$ cat src/rtl/assert_macros.svh
// assertion helpers used by the rtl
`ifndef ASSERT_MACROS_SVH
`define ASSERT_MACROS_SVH

// property must hold at every rising edge outside reset
`define ASSERT_AT(label, clk, rst, prop, msg) \
   label: assert property (@(posedge clk) disable iff (rst) (prop)) else $error(msg);

// condition must never be seen at a rising edge outside reset
`define ASSERT_NEVER(label, clk, rst, cond, msg) \
   label: assert property (@(posedge clk) disable iff (rst) !(cond)) else $error(msg);

`endif

$ cat src/rtl/spq_pkg.sv
`timescale 1ns / 1ps
`default_nettype none
// ----------------------------------------------------------------------------
// spq_pkg
// Shared constants, codes and types of the sorted priority queue.
// ----------------------------------------------------------------------------
package spq_pkg;

   localparam int DEFAULT_DEPTH       = 128;
   localparam int DEFAULT_VALUE_WIDTH = 32;
   localparam int DEFAULT_PRIO_WIDTH  = 8;

   localparam int STATUS_WIDTH = 2;

   localparam logic REQ_ENQUEUE = 1'b0;
   localparam logic REQ_DEQUEUE = 1'b1;

   localparam logic [STATUS_WIDTH-1:0] STATUS_OK        = 2'd0;
   localparam logic [STATUS_WIDTH-1:0] STATUS_OVERFLOW  = 2'd1;
   localparam logic [STATUS_WIDTH-1:0] STATUS_UNDERFLOW = 2'd2;

   // command broadcast to every cell of the chain
   typedef struct packed {
      logic enq;
      logic deq;
   } cmd_type;

endpackage
`default_nettype wire

$ cat src/rtl/spq_cell.sv
`timescale 1ns / 1ps
`default_nettype none
// ----------------------------------------------------------------------------
// spq_cell
// One slot of the sorted chain: holds a pair and moves it to a neighbour.
// ----------------------------------------------------------------------------
module spq_cell #(
   parameter int VALUE_WIDTH = spq_pkg::DEFAULT_VALUE_WIDTH,
   parameter int PRIO_WIDTH  = spq_pkg::DEFAULT_PRIO_WIDTH
) (
   input  wire                   clock,
   input  spq_pkg::cmd_type      cmd,
   input  wire                   occupied,
   input  wire [VALUE_WIDTH-1:0] ins_value,
   input  wire [PRIO_WIDTH-1:0]  ins_prio,
   input  wire                   prev_lower,
   input  wire [VALUE_WIDTH-1:0] prev_value,
   input  wire [PRIO_WIDTH-1:0]  prev_prio,
   input  wire [VALUE_WIDTH-1:0] next_value,
   input  wire [PRIO_WIDTH-1:0]  next_prio,
   output logic                  lower,
   output logic [VALUE_WIDTH-1:0] value,
   output logic [PRIO_WIDTH-1:0]  prio
);
   import spq_pkg::*;

   logic [VALUE_WIDTH-1:0] value_ff;
   logic [VALUE_WIDTH-1:0] value_in;
   logic [PRIO_WIDTH-1:0]  prio_ff;
   logic [PRIO_WIDTH-1:0]  prio_in;

   // new pair goes behind every entry of equal or higher priority
   assign lower = !occupied || (prio_ff < ins_prio);

   always_comb begin
      value_in = value_ff;
      prio_in  = prio_ff;
      if (cmd.deq) begin
         value_in = next_value;
         prio_in  = next_prio;
      end else if (cmd.enq && lower) begin
         if (prev_lower) begin
            value_in = prev_value;
            prio_in  = prev_prio;
         end else begin
            value_in = ins_value;
            prio_in  = ins_prio;
         end
      end
   end

   always_ff @(posedge clock) begin
      value_ff <= value_in;
      prio_ff  <= prio_in;
   end

   assign value = value_ff;
   assign prio  = prio_ff;

endmodule
`default_nettype wire
$ cat config.mk
export PLATFORM = sky130hd
export DESIGN_NAME = spq_cell
export DESIGN_NICKNAME = d
export VERILOG_FILES = /design/src/rtl/assert_macros.svh /design/src/rtl/spq_pkg.sv /design/src/rtl/spq_cell.sv
export SDC_FILE = /design/constraint.sdc
export NUM_CORES = 1
export LEC_CHECK = 0
export BUFFER_PORTS_ARGS = -buffer_cell sky130_fd_sc_hd__buf_4
export CAP_MARGIN = 20
export CORE_UTILIZATION = 44
export CTS_CLUSTER_DIAMETER = 120
export DETAILED_ROUTE_END_ITERATION = 12
export HOLD_SLACK_MARGIN = 0.12
export PLACE_DENSITY_LB_ADDON = 0.3
export SYNTH_ARGS = -nofsm -noshare
export SYNTH_HDL_FRONTEND = slang
export SYNTH_SLANG_ARGS = --single-unit
export TNS_END_PERCENT = 30
$ cat constraint.sdc
create_clock -name clock -period 8 [get_ports clock]
set_input_delay 1.6 -clock clock [delete_from_list [all_inputs] [get_ports clock]]
set_output_delay 1.6 -clock clock [all_outputs]
set_load 0.01 [all_outputs]
Word level (Yosys, flattened, before mapping)
Cells that the tools add are included.
- flip-flop bits (word level): 40
- latch bits: 0
- RAM bits: 0
- memory bits (read-only): 0
- output and inout port bits: 41
- word-level logic and storage cells: 13
- memories kept: 0
- add/subtract/negate cells: 0
- multiply operators: 0
- div/mod/pow operators: 0
- $lt $le $gt $ge: 1
- equality and inequality tests: 0
- shift-type cells: 0
- mux-type cells: 6
- bitwise logic cells: 0
- reductions and logical operators: 4
- operators by type and width (operator ; count):
    2-to-1 mux 32 bit ; 3
    2-to-1 mux 8 bit ; 3
    < comparator 8 bit ; 1
    nonzero test 2 bit ; 1
    logical AND 1 bit ; 1
    zero test 1 bit ; 1
    logical OR 1 bit ; 1

Longest topological paths before layout
Gate-level depths: netlist of run 1.
- word-level depth: 5
- mapped depth: 5

Least setup slack after synthesis of run 1
No wires, ideal clock.
- path type: input to register
- start: in ins_prio[5]
- end: reg prio_ff[0] (netlist: prio[0]) (enable)
- setup time: 0.462 ns
- data arrival time: 4.547 ns
- data required time: 7.538 ns
- path slack: 2.991 ns
- stages: 5
- buffers on the path: 0
- cell sequence: inv_1 ha_1 a211oi_2 nor2_1 o41ai_2
- longest elaborated chain between the ends: 4
- ends and longest elaborated chain (what ; RTL line ; source):
    from (decl) ; spq_cell.sv:15 ; input wire [PRIO_WIDTH-1:0] ins_prio,
    < comparator 8 bit ; spq_cell.sv:33 ; assign lower = !occupied || (prio_ff < ins_prio);
    logical OR 1 bit ; spq_cell.sv:33 ;
    logical AND 1 bit ; spq_cell.sv:41 ; end else if (cmd.enq && lower) begin
    nonzero test 2 bit (no line) ; -- ;
    to (signal assigned) ; spq_cell.sv:54 ; prio_ff <= prio_in;
    to (decl) ; spq_cell.sv:29 ; logic [PRIO_WIDTH-1:0] prio_ff;
No other way between the ends.
A chain may end at the register's enable or synchronous reset.

Worst setup path after layout of run 1
- start: in ins_prio[5]
- end: out lower
- longest elaborated chain between the ends: 2
- ends and longest elaborated chain (what ; RTL line ; source):
    < comparator 8 bit ; spq_cell.sv:33 ;
    logical OR 1 bit ; spq_cell.sv:33 ;
    to (decl) ; spq_cell.sv:21 ; output logic lower,
No other way between the ends.

==> results of run 1 <==
[flip-flops by register name, summed over array words and instances (netlist names)]
name,cells
value,32
prio,8
[how the worst max path moves through the flow]
stage	slack [ns]	depth (start not counted)	end	startpoint
final	3.55	7	lower	ins_prio[5]
after global placement	3.56	7	lower	ins_prio[5]
after floorplan	2.99	5	prio[0]	ins_prio[5]
after detailed placement	3.56	7	lower	ins_prio[5]
after CTS	3.56	7	lower	ins_prio[5]
after global routing	3.45	7	lower	ins_prio[5]
[power by group through the flow]
stage	Combinational, W	Sequential [W]	Clock [W]
2_1_floorplan	0.0000521	0.000288	0
3_3_place_gp	0.000155	0.000273	0
3_5_place_dp	0.000159	0.000274	0
4_1_cts	0.000160	0.000270	0.000161
5_1_grt	0.000172	0.000272	0.000167
6_report	0.000158	0.000269	0.000157
[cells in the mapped netlist (all sizes together)]
library cell	instances
o21ai	41
edfxtp	40
mux2i	40
nand2	40
inv	10
clkbuf	8
ha	7
buf	6
a211oi	3
nor2	2
a21oi	1
nand4	1
o211ai	1
o31ai	1
o41ai	1
[per-layer routing]
metal	up-vias	track usage, %	routed length [microns]
met4	0	7.91	148
met5	-	0	0
met1	917	19.2	1820
li1	1050	-	-
met3	15	6.31	451
met2	95	39.6	3130
[layout make-up]
class                   instances  area, sq um  share of cell area, %
multi-input cells             138          932                   25.8
clock buffers                   5         68.8                   1.91
well taps                      67         83.8                   2.32
inverters                      10         37.5                   1.04
repair buffers                166         1250                   34.5
flip-flops and latches         40         1200                   33.3
clock inverters                 3         37.5                   1.04
[through the flow]
step           cell area (sq um)  worst slack [ns]
6_report                    3610              3.55
5_1_grt                     3610              3.45
4_1_cts                     3610              3.56
3_5_place_dp                3500              3.56
3_3_place_gp                3500              3.56
2_1_floorplan               2250              2.99
[kinds of logic (layout without fill, tap and decap cells)]
family          Yosys count  count (layout)  synth area share [%]
compound gates           48              48                  12.0
simple gates             43              43                  7.29
mux                      40              40                  17.8
flops                    40              40                  53.4
buf+inv                  24             184                  5.67
fa+ha+maj                 7               7                  3.89
[critical path, delay by kind of cell]
kind | cells | cell delay, ns
compound gates | 2 | 0.56
fa+ha+maj | 1 | 0.29
buf+inv | 3 | 0.27
simple gates | 1 | 0.11
==> flow_summary.yaml, run 1 <==
cells_and_area:
  stdcell_count: 429
  area_growth_pct: 60.3
  final_common_cell: "buf_4"
  final_util_pct: 74.9
  final_cell_mix: "buf_4, mux2i_1, nand2_1, o21ai_1, edfxtp_1"
  nFillCells: 393
  layout.nets: 493
  drive_gt1_share_pct: 48.1
  diodes: 0
setup_path:
  endpoint_kind: "output pin"
  r2r_slack_ns: 5.71
  r2r_start: "prio[2]"
  critPathKind: "in -> out"
  r2r_cells: 5
  slowest_delay_ns: 0.44
  cp-start-kind: "input port"
  path_cells: "buf_4 -> inv_1 -> ha_1 -> nand4_1 -> a211oi_1 -> o31ai_1 -> buf_4"
  required_ns: 6.40
  reg2reg_to: "value[15]"
  worst_path_max_delay_cell: "a211oi_1"
  arrival_ns: 2.85
  cp_max_fo: 2
  crit_top_cell: "buf_4"
clock_network:
  clk_pin_slew_ns: 0.08
  h-tree-depth: 2
  cts-resized-gates: 0
  clock-sinks: 40
  clockBufferDepth: 2
  clk_latency_ns: 0.28
  cts_setup_buffers: 0
  cts_tree: "built"
  holdBufCountCts: 0
  cts_made_buffers: 5
  cts_root_buffer: "clkbuf_8"
routing:
  drc: 0
  vias: 2077
  drtPass1Iterations: 4
  detail-route-antenna-nets: 0
  viasPerCell: 4.84
  drt_iter0_drc: 58
  detail_route.wl_per_cell_microns: 12.9
  finalWirelength_mm: 5.55
synth:
  synth-seq-cells: 40
  ys_warn_count: 0
  synthCells: 202
  synth-seq-area-share_pct: 53.4
  synthDominantCellAreaShare_pct: 53.4
  synth_area_leaders: "edfxtp_1, mux2i_1, o21ai_1"
  synth_nets: 334
  synth_area_per_cell_sq_um: 11.1
  netlist_area_sq_mm: 0.00225
  ys_types: 18
  synth_top_cell_by_area: "edfxtp_1"
grt:
  grt_max_degree: 82
  antenna_found_initial: 0
  overflow: 0
  grt_pass1_vias: 1930
  track_usage_pct: 20.2
  grt_pass1_wl_mm: 8.23
power:
  p_int_w: 0.000442
  clkPwrFrac_pct: 26.8
  comb_power_share_pct: 27.0
  power.switching_w: 0.000142
  sequentialPowerShare_pct: 46.1
  p_total_w: 0.000584
  ir_drop_mv: 0.119
  powerDensity_mw_per_mm2: 162
  swShare_pct: 24.3
  cellLeakagePower_nw: 1.78
floorplan:
  io_pins: 166
  dieArea_sq_mm: 0.00540
  die_width_microns: 73.5
  core.rowCount: 25
  core_sq_mm: 0.00482
  die_y_microns: 73.5
  start_util_pct: 46.7
sta:
  grt_setup_unrepaired: "no"
  setup_violations: 0
  holdWs_ns: 0.876
  fin_crit_sh_pct: 55.6
  tightest_slew_ns: 0.693
  max_freq_mhz: 225
  slew_headroom_pct: 53.8
  fin_crit_ns: 4.45
  final.setup.tns_ns: 0
  fin_skew_ns: 0.00485
  hold_viol: 0
  finalMaxSlewViolations: 0
min_path:
  hold_path_end: "prio[3]"
  whs_path_depth: 2
  min_path_type: "reg -> reg"
  worstHoldStart: "prio[7]"
placement:
  dpl.hpwl_mm: 4.29
  io_buffer_count: 165
  dpl.cell_count: 421
  gp_congestion: 0.744
run:
  maxCapViolCount: 0
status:
  status: "finished clean"
Power figures use the tool's default switching activity.
==> inputs of run 2 (changes only) <==
--- a/config.mk
+++ b/config.mk
@@ -7,7 +7,7 @@
 export LEC_CHECK = 0
 export BUFFER_PORTS_ARGS = -buffer_cell sky130_fd_sc_hd__buf_4
 export CAP_MARGIN = 20
-export CORE_UTILIZATION = 44
+export CORE_UTILIZATION = 41
 export CTS_CLUSTER_DIAMETER = 120
 export DETAILED_ROUTE_END_ITERATION = 12
 export HOLD_SLACK_MARGIN = 0.12
==> constraint.sdc (replaced) <==
create_clock -name clock -period 4.6 [get_ports clock]
set_input_delay 0.92 -clock clock [delete_from_list [all_inputs] [get_ports clock]]
set_output_delay 0.92 -clock clock [all_outputs]
set_load 0.01 [all_outputs]
==> run 2 against run 1 <==
  * Count of clock-buffer cells in the layout did not move
  * Sequential share of layout area decreased by 0.22 points
  * Worst hold slack gained 0.034 ns
  * Final cell count up 1.2%
  * First-iteration DRC count down 66%
  * Non-clock buffer count up 2
  * Global-route usage fell by 0.64 points
  * Critical endpoint unchanged
  * Via count rose by 0.29%
==> flow_summary.yaml, run 2 (synthesis results as in run 1) <==
setup_path:
  arrival_ns: 2.17
  worst_path_max_delay_cell: "a211oi_1"
  cp_max_fo: 2
  endpoint_kind: "output pin"
  crit_top_cell: "buf_4"
  critPathKind: "in -> out"
  crit_buf_inv: 3
  path_cells: "buf_4 -> inv_1 -> ha_1 -> nand4_1 -> a211oi_1 -> o31ai_1 -> buf_4"
  required_ns: 3.68
  critPathTopFamily: "compound AO/OA/AOI/OAI gates"
  cp-start-kind: "input port"
  slowest_delay_ns: 0.45
  r2r_slack_ns: 2.56
routing:
  wl_met3_microns: 478
  drc: 0
  m1WireLength_mm: 2.06
  viasPerCell: 4.80
  detail_route.wl_per_cell_microns: 13.0
  vias: 2083
  wl_met2_mm: 3.03
  topRoutingLayerUsed: "met4"
  detail-route-antenna-nets: 0
  drtPass1Iterations: 4
  finalWirelength_mm: 5.64
  drt_iter0_drc: 20
power:
  p_int_w: 0.000773
  sequentialPowerShare_pct: 45.7
  clkPwrFrac_pct: 27.4
  powerDensity_mw_per_mm2: 283
  ir_drop_mv: 0.174
  cellLeakagePower_nw: 1.79
  swShare_pct: 24.7
  comb_power_share_pct: 27.0
  power.switching_w: 0.000253
grt:
  grt_max_degree: 49
  overflow: 0
  grt_pass1_wl_mm: 8.92
  antenna_found_initial: 0
  track_usage_pct: 19.6
  grt_pass1_vias: 1947
sta:
  worst_slack_ns: 1.51
  max_freq_mhz: 323
  setup_violations: 0
  fin_skew_ns: 0.00947
  slew_headroom_pct: 56.7
  hold_viol: 0
  fin_crit_sh_pct: 67.2
  tightest_slew_ns: 0.650
  grt_setup_unrepaired: "no"
  final.setup.tns_ns: 0
  fin_crit_ns: 3.09
  finalMaxSlewViolations: 0
cells_and_area:
  largest_reg_flops: 32
  fin_area_sq_mm: 0.00363
  layout.nets: 495
  final_common_cell: "buf_4"
  diodes: 0
  drive_gt1_share_pct: 48.9
  final_cell_mix: "buf_4, mux2i_1, nand2_1, o21ai_1, edfxtp_1"
  nFillCells: 426
  area_growth_pct: 61.4
run:
  maxCapViolCount: 0
status:
  status: "finished clean"
floorplan:
  die_y_microns: 76.1
  dieArea_sq_mm: 0.00579
  io_pins: 166
  die_width_microns: 76.1
  core_sq_mm: 0.00520
  core.rowCount: 26
  start_util_pct: 43.2
placement:
  gp_congestion: 0.765
  dp_slack_ns: 1.51
  io_buffer_count: 165
  dpl_cell_area_sq_mm: 0.00352
clock_network:
  holdBufCountCts: 0
  clk_latency_ns: 0.29
  clock-sinks: 40
  clk_pin_slew_ns: 0.08
  h-tree-depth: 2
  clockBufferDepth: 2
  cts-resized-gates: 0
  cts_root_buffer: "clkbuf_8"
  cts_setup_buffers: 0
  cts_tree: "built"
  cts_made_buffers: 5
min_path:
  min_path_type: "in -> reg"
## run 2: cell count changes in the layout (fill, tap and decap cells not counted)
cell	before	now
clkinvlp_4	0	1
clkinv_2	0	1
clkinv_1	2	0
buf_4	166	168
## run 2: worst min-delay path, cell delays in order
cell and delay [ns]:
buf_4 0.07, nand2_1 0.04, o21ai_1 0.06
## run 2: final timing paths
check,from,to,depth (start not counted)
setup / recovery,ins_prio[5],lower,7
hold / removal,next_value[16],value[16],3
hold reg to reg,prio[7],value[17],3
setup reg to reg,prio[5],value[8],5
## run 2: cell type report
| type | count | area, sq um | share of cell area [%] |
|---|---|---|---|
| Clock buffer | 5 | 68.8 | 1.90 |
| Multi-Input combinational cell | 138 | 932 | 25.7 |
| Tap cell | 70 | 87.6 | 2.41 |
| Sequential cell | 40 | 1200 | 33.1 |
| Timing Repair Buffer | 168 | 1260 | 34.7 |
| Inverter | 10 | 37.5 | 1.03 |
| Clock inverter | 3 | 42.5 | 1.17 |
## run 2: routing by layer
layer,GRT usage [%],vias to the layer above
met5,0,-
met4,6.54,0
met3,6.71,6
met2,35.6,91
met1,21.1,939
li1,-,1047
## run 2: per-stage QoR
stage                     hold slack [ns]  total power (W)  utilization, %  cells
after floorplan                      1.11         0.000592               -    202
after global placement               1.05         0.000750            67.6    426
after detailed placement             1.07         0.000757            67.6    426
after CTS                           0.896          0.00104            69.8    434
after global routing                0.901          0.00108            69.8    434
final                               0.909          0.00103            69.8    434
## run 2: power by group through the flow
stage / logic (W) / registers (W) / clock network (W)
5_1_grt: 0.000300 / 0.000474 / 0.000305
4_1_cts: 0.000281 / 0.000469 / 0.000291
3_3_place_gp: 0.000275 / 0.000475 / 0
2_1_floorplan: 0.0000906 / 0.000501 / 0
6_report: 0.000277 / 0.000469 / 0.000281
3_5_place_dp: 0.000280 / 0.000477 / 0
